## config.mk

```make
export PLATFORM = sky130hd
export DESIGN_NAME = exception_merge_double_fault
export DESIGN_NICKNAME = d
export VERILOG_FILES = /design/src/sv/exdf_pkg.sv /design/src/sv/exdf_in_stage.sv /design/src/sv/exdf_slot.sv /design/src/sv/exdf_out_stage.sv /design/src/sv/exception_merge_double_fault.sv
export SDC_FILE = /design/constraint.sdc
export NUM_CORES = 1
export LEC_CHECK = 0
export ABC_CLOCK_PERIOD_IN_PS = 7100
export BUFFER_PORTS_ARGS = -buffer_cell sky130_fd_sc_hd__buf_2
export CAP_MARGIN = 0
export CORE_ASPECT_RATIO = 0.6
export CORE_UTILIZATION = 30
export CTS_BUF_LIST = sky130_fd_sc_hd__clkbuf_8
export DETAILED_ROUTE_END_ITERATION = 8
export SLEW_MARGIN = 20
export SYNTH_ARGS = -nofsm -noshare
export SYNTH_HDL_FRONTEND = slang
export SYNTH_SLANG_ARGS = --single-unit
```

## constraint.sdc

```tcl
create_clock -name clk -period 7.1 [get_ports clk]
set_input_delay 1.065 -clock clk [delete_from_list [all_inputs] [get_ports clk]]
set_output_delay 1.065 -clock clk [all_outputs]
set_load 0.05 [all_outputs]
```

## src/sv/exdf_pkg.sv

```systemverilog
`timescale 1ns / 1ps

package exdf_pkg;

  localparam logic [7:0] VEC_DOUBLE_FAULT = 8'd8;
  localparam logic [7:0] VEC_PAGE_FAULT   = 8'd14;
  localparam logic [7:0] VEC_DIVIDE_ERROR = 8'd0;
  localparam logic [7:0] VEC_INVALID_TSS  = 8'd10;
  localparam logic [7:0] VEC_SEG_NP       = 8'd11;
  localparam logic [7:0] VEC_STACK_FAULT  = 8'd12;
  localparam logic [7:0] VEC_GP_FAULT     = 8'd13;

  localparam logic OP_RAISE  = 1'b0;
  localparam logic OP_RETIRE = 1'b1;

  typedef enum logic [1:0] {
    CLASS_BENIGN,
    CLASS_CONTRIB,
    CLASS_PAGE
  } vec_class_t;

  typedef struct packed {
    logic        operation;
    logic [7:0]  vector;
    logic        code_valid;
    logic [31:0] fault_code;
    logic        payload_valid;
    logic [63:0] payload;
    logic        reinject;
    logic        protected_mode;
    logic        guest_mode;
  } item_t;

  typedef struct packed {
    logic        pending;
    logic        injected;
    logic [7:0]  vector;
    logic        code_valid;
    logic [31:0] fault_code;
    logic        payload_valid;
    logic [63:0] payload;
  } slot_t;

  typedef struct packed {
    logic        triple_fault;
    logic        double_fault;
    slot_t       slot;
    logic [63:0] payload_shown;
    logic        deliver_payload;
  } result_t;

  function automatic vec_class_t vec_class(input logic [7:0] v);
    vec_class_t c;
    c = CLASS_BENIGN;
    if (v == VEC_PAGE_FAULT) begin
      c = CLASS_PAGE;
    end else if (v == VEC_DIVIDE_ERROR || v == VEC_INVALID_TSS || v == VEC_SEG_NP ||
                 v == VEC_STACK_FAULT || v == VEC_GP_FAULT) begin
      c = CLASS_CONTRIB;
    end
    return c;
  endfunction

endpackage

```

## src/sv/exdf_in_stage.sv

```systemverilog
`timescale 1ns / 1ps

module exdf_in_stage (
  input  logic           clk,
  input  logic           rst,
  input  logic           in_valid,
  output logic           in_stall,
  input  exdf_pkg::item_t item_in,
  input  logic           take,
  output logic           item_valid,
  output exdf_pkg::item_t item_out
);
  import exdf_pkg::*;

  logic  valid_r;
  item_t item_r;
  logic  load;

  assign load     = in_valid && (!valid_r || take);
  assign in_stall = valid_r && !take;

  always_ff @(posedge clk) begin
    if (rst) begin
      valid_r <= 1'b0;
    end else if (load) begin
      valid_r <= 1'b1;
    end else if (take) begin
      valid_r <= 1'b0;
    end
  end

  always_ff @(posedge clk) begin
    if (load) begin
      item_r <= item_in;
    end
  end

  assign item_valid = valid_r;
  assign item_out   = item_r;

endmodule

```

## src/sv/exdf_slot.sv

```systemverilog
`timescale 1ns / 1ps

module exdf_slot (
  input  logic              clk,
  input  logic              rst,
  input  logic              cfg_we,
  input  logic              cfg_wdata,
  input  logic              step,
  input  exdf_pkg::item_t   item,
  output exdf_pkg::result_t result
);
  import exdf_pkg::*;

  logic       payload_defer_enable;
  slot_t      slot_r;
  slot_t      slot_next;
  vec_class_t held_class;
  vec_class_t new_class;
  logic       fill;
  logic       promote;
  logic       triple;
  logic       deliver;
  logic       herr_eff;
  logic       hpay_eff;
  logic [63:0] pay_eff;

  always_ff @(posedge clk) begin
    if (rst) begin
      payload_defer_enable <= 1'b0;
    end else if (cfg_we) begin
      payload_defer_enable <= cfg_wdata;
    end
  end

  assign held_class = vec_class(slot_r.vector);
  assign new_class  = vec_class(item.vector);
  assign herr_eff   = item.code_valid && item.protected_mode;
  assign hpay_eff   = item.reinject ? 1'b0 : item.payload_valid;
  assign pay_eff    = item.reinject ? 64'd0 : item.payload;

  always_comb begin
    slot_next = slot_r;
    fill      = 1'b0;
    promote   = 1'b0;
    triple    = 1'b0;
    deliver   = 1'b0;
    if (item.operation == OP_RETIRE) begin
      slot_next = '0;
    end else if (!slot_r.pending && !slot_r.injected) begin
      fill = 1'b1;
    end else if (slot_r.vector == VEC_DOUBLE_FAULT) begin
      triple = 1'b1;
    end else if ((held_class == CLASS_CONTRIB && new_class == CLASS_CONTRIB) ||
                 (held_class == CLASS_PAGE && new_class != CLASS_BENIGN)) begin
      promote                 = 1'b1;
      slot_next.pending       = 1'b1;
      slot_next.injected      = 1'b0;
      slot_next.vector        = VEC_DOUBLE_FAULT;
      slot_next.code_valid    = 1'b1;
      slot_next.fault_code    = 32'd0;
      slot_next.payload_valid = 1'b0;
      slot_next.payload       = 64'd0;
    end else begin
      fill = 1'b1;
    end

    if (fill) begin
      if (item.reinject) begin
        slot_next.injected = 1'b1;
      end else begin
        slot_next.pending  = 1'b1;
        slot_next.injected = 1'b0;
      end
      slot_next.vector        = item.vector;
      slot_next.code_valid    = herr_eff;
      slot_next.fault_code    = item.fault_code;
      slot_next.payload_valid = hpay_eff;
      slot_next.payload       = pay_eff;
      if ((!payload_defer_enable || !item.guest_mode) && hpay_eff) begin
        deliver                 = 1'b1;
        slot_next.payload_valid = 1'b0;
        slot_next.payload       = 64'd0;
      end
    end
  end

  always_ff @(posedge clk) begin
    if (rst) begin
      slot_r <= '0;
    end else if (step) begin
      slot_r <= slot_next;
    end
  end

  assign result.triple_fault    = triple;
  assign result.double_fault    = promote;
  assign result.slot            = slot_next;
  assign result.payload_shown   = deliver ? pay_eff : slot_next.payload;
  assign result.deliver_payload = deliver;

  a_retire_empties: assert property (@(posedge clk) disable iff (rst)
    step && item.operation == OP_RETIRE |=> !slot_r.pending && !slot_r.injected)
    else $error("slot not empty after retire");

  a_triple_holds: assert property (@(posedge clk) disable iff (rst)
    step && triple |=> $stable(slot_r))
    else $error("slot changed on triple fault");

  a_promote_form: assert property (@(posedge clk) disable iff (rst)
    step && promote |=> slot_r.pending && !slot_r.injected &&
      slot_r.vector == VEC_DOUBLE_FAULT && slot_r.fault_code == 32'd0)
    else $error("bad double fault promotion");

  a_deliver_clears: assert property (@(posedge clk) disable iff (rst)
    step && deliver |=> !slot_r.payload_valid && slot_r.payload == 64'd0)
    else $error("payload kept after delivery");

endmodule

```

## src/sv/exdf_out_stage.sv

```systemverilog
`timescale 1ns / 1ps

module exdf_out_stage (
  input  logic              clk,
  input  logic              rst,
  input  logic              step,
  input  exdf_pkg::result_t result_in,
  output logic              take,
  output logic              out_valid,
  input  logic              out_stall,
  output exdf_pkg::result_t result_out
);
  import exdf_pkg::*;

  logic    valid_r;
  result_t result_r;

  assign take = !valid_r || !out_stall;

  always_ff @(posedge clk) begin
    if (rst) begin
      valid_r <= 1'b0;
    end else if (take) begin
      valid_r <= step;
    end
  end

  always_ff @(posedge clk) begin
    if (step) begin
      result_r <= result_in;
    end
  end

  assign out_valid  = valid_r;
  assign result_out = result_r;

endmodule

```

## src/sv/exception_merge_double_fault.sv

```systemverilog
`timescale 1ns / 1ps

// Single x86 exception slot with double-fault promotion. Each transaction either raises an
// exception into the slot (fill, replace, promote to vector 8, or flag a triple fault) or
// retires it, and returns one result showing the slot after the update plus any payload
// handed out. One transaction is taken every cycle unless a stalled result holds it back;
// out_valid rises once an accepted transaction has passed the input register and then the
// merge logic into the result register. A stalled result holds the input register, and once
// that is full in_stall follows out_stall in the same cycle. The slot state register updates
// on each step, so back-to-back raises see each other. The user must write payload_defer_enable
// through cfg_we/cfg_wdata only while no transaction is in flight; the block does not check.
module exception_merge_double_fault (
  input  logic        clk,
  input  logic        rst,
  input  logic        cfg_we,
  input  logic        cfg_wdata,
  input  logic        in_valid,
  output logic        in_stall,
  input  logic        operation,
  input  logic [7:0]  vector,
  input  logic        code_valid,
  input  logic [31:0] fault_code,
  input  logic        payload_valid,
  input  logic [63:0] payload,
  input  logic        reinject,
  input  logic        protected_mode,
  input  logic        guest_mode,
  output logic        out_valid,
  input  logic        out_stall,
  output logic        triple_fault,
  output logic        double_fault,
  output logic        pending_out,
  output logic        injected_out,
  output logic [7:0]  vector_out,
  output logic        code_valid_out,
  output logic [31:0] fault_code_out,
  output logic        payload_valid_out,
  output logic [63:0] payload_out,
  output logic        deliver_payload
);
  import exdf_pkg::*;

  item_t   item_in;
  item_t   item_q;
  logic    item_valid;
  logic    take;
  logic    step;
  result_t result_d;
  result_t result_q;

  assign item_in.operation      = operation;
  assign item_in.vector         = vector;
  assign item_in.code_valid     = code_valid;
  assign item_in.fault_code     = fault_code;
  assign item_in.payload_valid  = payload_valid;
  assign item_in.payload        = payload;
  assign item_in.reinject       = reinject;
  assign item_in.protected_mode = protected_mode;
  assign item_in.guest_mode     = guest_mode;

  assign step = item_valid && take;

  exdf_in_stage u_in (
    .clk        (clk),
    .rst        (rst),
    .in_valid   (in_valid),
    .in_stall   (in_stall),
    .item_in    (item_in),
    .take       (take),
    .item_valid (item_valid),
    .item_out   (item_q)
  );

  exdf_slot u_slot (
    .clk       (clk),
    .rst       (rst),
    .cfg_we    (cfg_we),
    .cfg_wdata (cfg_wdata),
    .step      (step),
    .item      (item_q),
    .result    (result_d)
  );

  exdf_out_stage u_out (
    .clk        (clk),
    .rst        (rst),
    .step       (step),
    .result_in  (result_d),
    .take       (take),
    .out_valid  (out_valid),
    .out_stall  (out_stall),
    .result_out (result_q)
  );

  assign triple_fault      = result_q.triple_fault;
  assign double_fault      = result_q.double_fault;
  assign pending_out       = result_q.slot.pending;
  assign injected_out      = result_q.slot.injected;
  assign vector_out        = result_q.slot.vector;
  assign code_valid_out    = result_q.slot.code_valid;
  assign fault_code_out    = result_q.slot.fault_code;
  assign payload_valid_out = result_q.slot.payload_valid;
  assign payload_out       = result_q.payload_shown;
  assign deliver_payload   = result_q.deliver_payload;

endmodule
```

==> key figures, run 1 <==
Status
  • Run status: complete, no violations

Clock tree
  • Hold buffers post-CTS: 0
  • Clock insertion delay at the later pin of the skew report: 600 ps
  • Setup bufs post-CTS: 0
  • Clk slew on worst S/H paths: 70 ps
  • Number of buffers created by CTS: 50
  • H-tree levels: 2
  • CTS sink count: 332
  • Post-cts resize count: 0
  • CTS tree: done
  • Longest Clk Path Bufs: 3
  • Root buffer cell: clkbuf_8

Detailed routing
  • # DRC: 0
  • Via-to-Cell Ratio: 4.67
  • Vias: 6,772
  • Post-DR wirelength/cell: 18.2 um
  • DRT Pass-1 Iters: 6
  • Detail Route Antenna Nets: 0
  • Iteration-0 DRC Markers: 355
  • Final wirelength: 26,400 um

Synthesis
  • Post-Syn Instances: 653
  • Mapped Area: 11,300 um^2
  • #FFs+latches synth: 332
  • Post-synth top cells: 221 x edfxtp_1, 202 x a22o_1, 111 x dfxtp_1, 23 x buf_2, 19 x clkbuf_1
  • Cell variety after synth: 41
  • Synth area leader: edfxtp_1
  • Main flop type after synthesis: edfxtp_1
  • Top-count cell post-synth: edfxtp_1
  • Syn nets: 769
  • Fraction of registers with async set/reset: 0
  • Post-synth EDFFs: 221
  • YS warnings: 0
  • Largest cells by area after synthesis: edfxtp_1 59%, dfxtp_1 20%, a22o_1 16%
  • Sequential element share of the synthesized area: 0.785
  • Post-synth top area share: 0.588
  • Synthesized area per cell: 17.3 um^2

Setup path
  • Worst EP required: 7620 ps
  • Crit path arrival time: 3920 ps
  • Critical Path Max Stage Delay: 780 ps
  • CP Launch Type: flop
  • CP max FO: 70
  • CP Class: flop to flop
  • Cell family with most CP delay: simple AND/OR/NAND/NOR gates
  • Cell Chain, Critical Path: nor4b_1, and4_4, nor2_1, nor2_4, buf_4, a22o_1
  • CP max stage cell: buf_4
  • WP buf/inv: 1
  • Setup crit end kind: flop

Placed design
  • Port Buffers: 228
  • Final GP Congestion: 0.765
  • Post-detail-place hpwl: 16,600 um

Global route
  • Largest net degree at the start of global routing: 75
  • Gr ovfl total: 0
  • Antenna violations before repair: 6
  • First-pass GRT wire length: 40,300 um
  • Met1 Usage GRT: 0.181
  • Total global-route track usage: 0.136
  • Layer with the highest usage: met2
  • Vias in the first global route: 6,959
  • Grt met2 use: 0.205
  • Met3 Use GR: 0.0471

Layout
  • Layout cell share with drive strength beyond 1: 0.343
  • Nets: 1,016
  • P&R area growth vs syn: 24.7%
  • Post-Route Utilization: 0.384

Timing
  • Final min period: 3400 ps
  • Final hold viol count: 0
  • Setup violators final: 0
  • Slew HR: 0.334
  • Setup Skew: 25.0 ps
  • Setup TNS Final: 0 ps
  • Worst slew pin tran: 999 ps
  • Fmax: 0.294 GHz
  • Slew Viols, Final: 0
  • Unrepaired setup endpoints after global routing: no
  • Fin crit share: 0.478

Floorplanning
  • Placement Rows: 54
  • Core area: 36,700 um^2
  • I/O pin count: 229
  • Initial Util: 0.308
  • Die height: 152 um
  • Die width: 252 um
  • Total die area: 38,400 um^2

Pwr
  • PD cells: 291 nW/um^2
  • Leakage power: 5.42 nW
  • Worst vdd ir: 148 uV

Run
  • Max-cap violation count: 0

Min path
  • Tightest Hold Check Type: flop to flop
==> worst reg2reg max path, delay by kind of cell (launching register included) <==
family	cells	cell delay [ps]
simple gates	4	1810
flops	1	410
buf+inv	1	790
compound gates	1	350
==> layer usage <==
metal | part of all wire | vias to the layer above
li1 | - | 3155
met3 | 0.076 | 65
met5 | 0.0012 | -
met2 | 0.44 | 218
met1 | 0.45 | 3330
met4 | 0.030 | 4
==> path summary, 6_finish.rpt <==
path,from,end,slack [ps],cells after the start
worst max-delay path,u_slot.slot_r[101],u_slot.slot_r[27],3700,6
worst min-delay path,u_in.item_out[37],u_slot.slot_r[34],470,1
worst max register to register,u_slot.slot_r[101],u_slot.slot_r[27],3700,6
worst min register to register,u_in.item_out[37],u_slot.slot_r[34],470,1
==> final cells by class <==
| type | count | area (um^2) |
|---|---|---|
| flip-flops and latches | 332 | 8860 |
| well taps | 504 | 631 |
| multi-input cells | 273 | 2260 |
| inverters | 4 | 17.5 |
| repair buffers | 239 | 1270 |
| fillers | 3468 | 22600 |
| diodes | 5 | 12.5 |
| clock buffers | 63 | 867 |
| clock inverters | 29 | 161 |
==> flip-flops by register name, indices dropped and copies added, names as in the netlist <==
register,flops
u_slot.payload_defer_enable,1
u_out.out_valid,1
u_out.result_out,111
u_in.item_out,110
u_in.item_valid,1
u_slot.slot_r,108
==> logic make-up (layout without fill, tap and decap cells) <==
logic type             after synthesis  count (layout)  share of synthesized area
buffers and inverters               48             335                     0.0185
other                                0               5                          0
AND/OR/NAND/NOR                     52              52                     0.0267
multiplexers                         1               1                   0.000887
AO/OA/AOI/OAI                      218             218                      0.167
flip-flops                         332             332                      0.785
XOR/XNOR                             2               2                    0.00155
==> power breakdown <==
| part | switching, mW | internal, mW |
|---|---|---|
| sequential | 0.0382 | 2.16 |
| clock | 0.750 | 0.839 |
| combinational | 0.220 | 0.0866 |
| total | 1.01 | 3.08 |
==> through the flow <==
stage / cells / setup slack, ps / area (um^2) / hold WS, ps / total power, mW
3_5_place_dp: 1352 / 3290 / 13000 / 465 / 2.55
2_1_floorplan: 653 / 182 / 11300 / 449 / 2.44
4_1_cts: 1444 / 3680 / 14100 / 468 / 4.16
5_1_grt: 1447 / 3350 / 14100 / 495 / 4.27
6_report: 1449 / 3700 / 14100 / 473 / 4.09
3_3_place_gp: 1349 / 3410 / 13000 / 462 / 2.54
==> placed cells by master, fill, tap and decap left out, types with 3 or more instances in the layout <==
cell type / instances
inv_1: 17
a22o_1: 202
and3_1: 3
and2_1: 7
buf_4: 8
nor4_1: 3
a21oi_1: 4
clkinv_2: 3
clkinv_1: 6
buf_2: 228
edfxtp_1: 221
nand3_1: 4
nor2_1: 9
dfxtp_1: 111
clkbuf_8: 63
diode_2: 5
nand2_1: 8
Power figures use the tool's default switching activity.
==> inputs of run 2 (changes only) <==
--- a/config.mk
+++ b/config.mk
@@ -5,7 +5,8 @@
 export SDC_FILE = /design/constraint.sdc
 export NUM_CORES = 1
 export LEC_CHECK = 0
-export ABC_CLOCK_PERIOD_IN_PS = 7100
+export ABC_AREA = 1
+export ABC_CLOCK_PERIOD_IN_PS = 3300
 export BUFFER_PORTS_ARGS = -buffer_cell sky130_fd_sc_hd__buf_2
 export CAP_MARGIN = 0
 export CORE_ASPECT_RATIO = 0.6
==> constraint.sdc (replaced) <==
create_clock -name clk -period 3.3 [get_ports clk]
set_input_delay 0.495 -clock clk [delete_from_list [all_inputs] [get_ports clk]]
set_output_delay 0.495 -clock clk [all_outputs]
set_load 0.05 [all_outputs]
==> run 2 against run 1 <==
Non-clock buffer count grew 13. Clock power rose by 140%. Die area grew 19%. Global-route usage up 0.64 points. Register-to-register slack lost 2900 ps.
==> key figures, run 2 <==
Synthesis
  • Sequential element share of the synthesized area: 0.656
  • Synthesized area per cell: 9.99 um^2
  • Synth area leader: edfxtp_1
  • Post-synth top area share: 0.491
  • Largest cells by area after synthesis: edfxtp_1 49%, dfxtp_1 16%, nand2_1 6.4%
  • Top-count cell post-synth: nand2_1
  • Syn nets: 1,468
  • Mapped Area: 13,500 um^2
  • Main flop type after synthesis: edfxtp_1
  • Post-synth top cells: 231 x nand2_1, 222 x inv_1, 221 x edfxtp_1, 149 x nor2_1, 111 x dfxtp_1
  • YS warnings: 0
  • Post-Syn Instances: 1,352
  • Fraction of registers with async set/reset: 0
  • Post-synth EDFFs: 221
  • Cell variety after synth: 24
  • #FFs+latches synth: 332

Timing
  • Final WS setup: 823 ps
  • Worst slew pin tran: 805 ps
  • Fmax: 0.404 GHz
  • Final min period: 2480 ps
  • Unrepaired setup endpoints after global routing: no
  • Fin crit share: 0.751
  • Final hold viol count: 0
  • Slew Viols, Final: 0
  • Slew HR: 0.462
  • Setup violators final: 0
  • Setup Skew: 18.3 ps

Pwr
  • Worst vdd ir: 260 uV
  • PD cells: 583 nW/um^2
  • Leakage power: 7.25 nW
  • Total power: 9.56 mW

Layout
  • Most frequent cells in the layout: 229 x inv_1, 229 x nand2_1, 227 x buf_2
  • Sequential Area: 8860 um^2
  • Fillcell total: 4,351
  • Nets: 1,693
  • P&R area growth vs syn: 21.4%
  • Layout cell share with drive strength beyond 1: 0.215
  • Area of the multi-input gates: 3410 um^2
  • Max reg flops: 111

Setup path
  • FF-to-FF End: u_slot.slot_r[25]
  • Worst EP required: 3840 ps
  • Cell family with most CP delay: simple AND/OR/NAND/NOR gates
  • Critical Path Max Stage Delay: 440 ps
  • Cell Chain, Critical Path: nor2_1, nand2_1, nor2_1, nand2_1, nor2_2, nand2_2, nand2_4, nand3_2, inv_2, buf_12, nand2_1, o211ai_1, nand2_1, inv_1
  • FF-to-FF Start: u_in.item_out[108]
  • R2r setup slk: 820 ps
  • CP max stage cell: inv_2
  • CP most frequent cell: nand2_1
  • CP Class: flop to flop
  • Reg2reg path depth: 14
  • CP Launch Type: flop
  • Crit path arrival time: 3020 ps
  • CP max FO: 38
  • WP buf/inv: 3
  • Setup crit end kind: flop

Floorplanning
  • Die height: 166 um
  • Total die area: 45,900 um^2
  • Core area: 43,800 um^2
  • Initial Util: 0.308
  • Die width: 276 um
  • I/O pin count: 229
  • Placement Rows: 59

Clock tree
  • Longest Clk Path Bufs: 3
  • CTS sink count: 332
  • H-tree levels: 2
  • Root buffer cell: clkbuf_8
  • Clock insertion delay at the later pin of the skew report: 600 ps
  • Clk slew on worst S/H paths: 70 ps
  • CTS tree: done
  • Number of buffers created by CTS: 52

Global route
  • Total global-route track usage: 0.142
  • Vias in the first global route: 9,622
  • Met3 Use GR: 0.0361
  • Grt met2 use: 0.222
  • Met1 Usage GRT: 0.193
  • Antenna violations before repair: 6
  • First-pass GRT wire length: 51,500 um
  • Layer with the highest usage: met2
  • Gr ovfl total: 0
  • Largest net degree at the start of global routing: 101

Placed design
  • Dpl ws: 820 ps
  • Port Buffers: 228
  • Final GP Congestion: 0.751
  • Post-detail-place hpwl: 20,500 um

Run
  • Max-cap violation count: 0

Min path
  • Hold depth: 1
  • Hold endpoint: u_in.item_out[15]
  • Tightest Hold Check Type: input port to flop
  • Worst hold start: payload[12]

Detailed routing
  • Detail Route Antenna Nets: 0
  • Final wirelength: 33,500 um
  • # DRC: 0
  • Vias: 9,995
  • DRT Pass-1 Iters: 5
  • Iteration-0 DRC Markers: 633
  • Via-to-Cell Ratio: 4.53
  • Post-DR wirelength/cell: 15.2 um

Status
  • Run status: complete, no violations
-- run 2: cell types whose count changed after synthesis, moves of 44 or more --
cell,before,now
nand3_1,4,70
o21ai_0,0,58
a22o_1,202,0
nor2_1,10,149
nand2_1,8,231
o21ai_1,1,50
o211ai_1,0,95
a21oi_1,4,48
inv_1,3,222
-- run 2: how the worst max path moves through the flow --
stage / from / to / slack [ps] / cells past startpoint
6_report: u_in.item_out[108] / u_slot.slot_r[25] / 820 / 14
5_1_grt: u_in.item_out[108] / u_slot.slot_r[23] / 550 / 14
4_1_cts: u_in.item_out[108] / u_slot.slot_r[25] / 810 / 14
3_5_place_dp: u_in.item_out[108] / u_slot.slot_r[25] / 820 / 14
3_3_place_gp: u_slot.slot_r[99] / u_slot.slot_r[64] / 920 / 12
2_1_floorplan: out_stall / u_out.result_out[0] / -4 / 5
-- run 2: cell type report --
| class | instances | area share |
|---|---|---|
| multi-input cells | 715 | 0.208 |
| clock buffers | 59 | 0.0495 |
| clock inverters | 39 | 0.0196 |
| flip-flops and latches | 332 | 0.540 |
| repair buffers | 252 | 0.0866 |
| well taps | 579 | 0.0442 |
| diodes | 5 | 0.000763 |
| inverters | 224 | 0.0515 |
-- run 2: worst reg2reg max path, cell delays in order, from the launching register on --
cell and delay, ps:
edfxtp_1 380, nor2_1 150, nand2_1 90, nor2_1 130, nand2_1 90, nor2_2 150
nand2_2 100, nand2_4 100, nand3_2 90, inv_2 440, buf_12 320, nand2_1 130
o211ai_1 110, nand2_1 90, inv_1 60
-- run 2: per-stage QoR --
step           instance area (um^2)  setup TNS (ps)  std cells  hold slack (ps)  utilization
6_report                      16400               0       2205             63.3        0.374
3_5_place_dp                  15200               0       2098              458        0.347
3_3_place_gp                  15200               0       2098              456        0.347
4_1_cts                       16400               0       2200            0.183        0.374
2_1_floorplan                 13500            -448       1352              445            -
5_1_grt                       16400               0       2203             10.5        0.374
-- run 2: what timing repair did --
action / in CTS / in global routing
buffers inserted: 0 / 0
resized for setup: 0 / 0
hold endpoints to repair: 4 / 0
hold buffers: 4 / 0
-- run 2: where the power goes --
part	leakage, nW	total [mW]	internal (mW)	switching (mW)
logic	3.55	0.979	0.280	0.699
registers	3.08	4.80	4.70	0.0973
clock network	0.621	3.78	2.06	1.73
-- run 2: logic make-up after synthesis --
family / after synthesis / share of synthesized area
simple gates: 462 / 0.137
flops: 332 / 0.656
buf+inv: 305 / 0.0942
compound gates: 253 / 0.113
-- run 2: per-layer routing --
layer / share of wire / vias to the layer above
met1: 0.47 / 4679
met3: 0.068 / 64
met2: 0.44 / 316
met4: 0.022 / 2
met5: 0.00039 / -
li1: - / 4934
==> inputs of run 3 (changes only) <==
--- a/config.mk
+++ b/config.mk
@@ -5,8 +5,8 @@
 export SDC_FILE = /design/constraint.sdc
 export NUM_CORES = 1
 export LEC_CHECK = 0
-export ABC_AREA = 1
-export ABC_CLOCK_PERIOD_IN_PS = 3300
+export ABC_AREA = 0
+export ABC_CLOCK_PERIOD_IN_PS = 2540
 export BUFFER_PORTS_ARGS = -buffer_cell sky130_fd_sc_hd__buf_2
 export CAP_MARGIN = 0
 export CORE_ASPECT_RATIO = 0.6
==> constraint.sdc (replaced) <==
create_clock -name clk -period 2.54 [get_ports clk]
set_input_delay 0.381 -clock clk [delete_from_list [all_inputs] [get_ports clk]]
set_output_delay 0.381 -clock clk [all_outputs]
set_load 0.05 [all_outputs]
==> run 3 against run 2 <==
Global-route usage decreased by 0.091 points. Sequential power increased by 28%. Cell count decreased by 29%. Fmax increased by 5.2%. Non-clock buffer count increased by 107. Die area decreased by 16%. Sequential share of layout area increased by 3.6 points. Clock power increased by 23%. Clock skew decreased by 3.3 ps. First-iteration DRC count decreased by 40%. Routed wire length decreased by 16%. Critical path depth decreased by 6.
==> key figures, run 3 (synthesis results as in run 1) <==
Status
  • Run status: complete, no violations

Timing
  • Fin crit share: 0.927
  • Worst slew pin tran: 692 ps
  • Slew HR: 0.537
  • Hold WS: 50.8 ps
  • Slew Viols, Final: 0
  • Setup Skew: 14.9 ps
  • Final hold viol count: 0
  • Setup violators final: 0
  • Setup TNS Final: 0 ps
  • Fmax: 0.424 GHz
  • Unrepaired setup endpoints after global routing: no
  • Final min period: 2360 ps

Clock tree
  • Longest Clk Path Bufs: 3
  • Clock insertion delay at the later pin of the skew report: 570 ps
  • H-tree levels: 2
  • CTS sink count: 332
  • Clk slew on worst S/H paths: 70 ps
  • CTS tree: done
  • Number of buffers created by CTS: 50
  • Root buffer cell: clkbuf_8

Global route
  • Antenna violations before repair: 1
  • First-pass GRT wire length: 42,200 um
  • Gr ovfl total: 0
  • Total global-route track usage: 0.142
  • Largest net degree at the start of global routing: 86
  • Vias in the first global route: 7,372

Min path
  • Tightest Hold Check Type: input port to flop
  • Hold endpoint: u_in.item_out[3]
  • Hold depth: 1
  • Worst hold start: payload[0]

Layout
  • Nets: 1,137
  • Non-Filler Instances: 1,566
  • Commonest non-fill, non-tap cell in the layout: buf_2
  • Fillcell total: 3,334
  • Most frequent cells in the layout: 228 x buf_2, 221 x edfxtp_1, 202 x a22o_1
  • P&R area growth vs syn: 36.2%
  • Max reg flops: 111
  • Layout cell share with drive strength beyond 1: 0.314

Placed design
  • Post-detail-place hpwl: 16,300 um
  • Final GP Congestion: 0.804
  • Placed cells: 1,360
  • Port Buffers: 228

Floorplanning
  • Placement Rows: 54
  • Total die area: 38,400 um^2
  • Core area: 36,700 um^2
  • I/O pin count: 229
  • Die width: 252 um
  • Initial Util: 0.308
  • Die height: 152 um

Setup path
  • Crit path arrival time: 2670 ps
  • WP buf/inv: 3
  • Critical Path Max Stage Delay: 460 ps
  • CP max FO: 43
  • R2r setup slk: 180 ps
  • Cell family with most CP delay: simple AND/OR/NAND/NOR gates
  • Worst EP required: 2860 ps
  • FF-to-FF End: u_out.result_out[61]
  • CP Launch Type: flop
  • Cell Chain, Critical Path: nor4_1, nand3_1, a211oi_2, buf_4, nor3_4, buf_12, buf_12, a22o_1
  • CP Class: flop to flop
  • Reg2reg path depth: 8
  • CP max stage cell: nor4_1
  • FF-to-FF Start: u_in.item_out[106]
  • Setup crit end kind: flop
  • CP most frequent cell: buf_12

Detailed routing
  • # DRC: 0
  • Via-to-Cell Ratio: 4.65
  • DRT Pass-1 Iters: 4
  • Detail Route Antenna Nets: 0
  • Iteration-0 DRC Markers: 381
  • Post-DR wirelength/cell: 17.9 um
  • Final wirelength: 28,100 um
  • Vias: 7,277

Pwr
  • Worst vdd ir: 392 uV
  • PD cells: 768 nW/um^2
  • Leakage power: 6.00 nW

Run
  • Max-cap violation count: 0
[run 3: layout make-up]
type | count | area [um^2] | area share
well taps | 504 | 631 | 0.0410
multi-input cells | 274 | 2290 | 0.149
clock buffers | 55 | 757 | 0.0492
flip-flops and latches | 332 | 8860 | 0.576
clock inverters | 37 | 312 | 0.0203
repair buffers | 359 | 2500 | 0.163
inverters | 4 | 20.0 | 0.00130
diodes | 1 | 2.50 | 0.000163
[run 3: worst register-to-register path, stage by stage, from the launching register on]
cell and delay, ps:
edfxtp_1 420, nor4_1 460, nand3_1 150, a211oi_2 160, buf_4 220, nor3_4 70, buf_12 150, buf_12 180
a22o_1 300
[run 3: metal layers]
layer	track usage	part of all wire	vias up	wire length (um)
li1	-	-	3390	-
met1	0.186	0.46	3619	12900
met2	0.227	0.46	222	12900
met3	0.0415	0.064	46	1790
met4	0.0387	0.016	0	457
met5	0	0	-	0
[run 3: report_power, final]
part | switching (mW) | internal [mW] | leakage, nW
Combinational | 0.659 | 0.369 | 2.35
Clock | 2.04 | 2.61 | 0.629
Sequential | 0.106 | 6.03 | 3.02
Total | 2.81 | 9.00 | 6.00
[run 3: how the worst max path moves through the flow]
stage	slack [ps]	cells past startpoint	to	startpoint
finish	180	8	u_out.result_out[61]	u_in.item_out[106]
CTS	60	6	u_out.result_out[0]	u_in.item_out[101]
floorplan	-170	2	u_in.item_out[0]	u_out.out_valid
detailed placement	0.2	6	u_out.result_out[152]	u_in.item_out[102]
global placement	8	6	u_out.result_out[0]	u_in.item_out[102]
global route	40	8	u_out.result_out[55]	u_in.item_out[106]
[run 3: repair_timing]
item,in CTS,in global routing
resized for setup,1,3
pin swaps,0,1
setup endpoints to repair,2,100
hold buffers,110,0
cloned,0,1
buffers inserted,0,2
hold endpoints to repair,110,0
[run 3: metrics by stage]
step           cell area (um^2)  total power [mW]   util  worst slack (ps)
4_1_cts                   15300              12.0  0.418              58.4
5_1_grt                   15400              12.3  0.419              35.7
6_report                  15400              11.8  0.419               184
3_3_place_gp              13100              7.12  0.358              8.01
2_1_floorplan             11300              6.80      -              -171
3_5_place_dp              13100              7.13  0.358             0.172
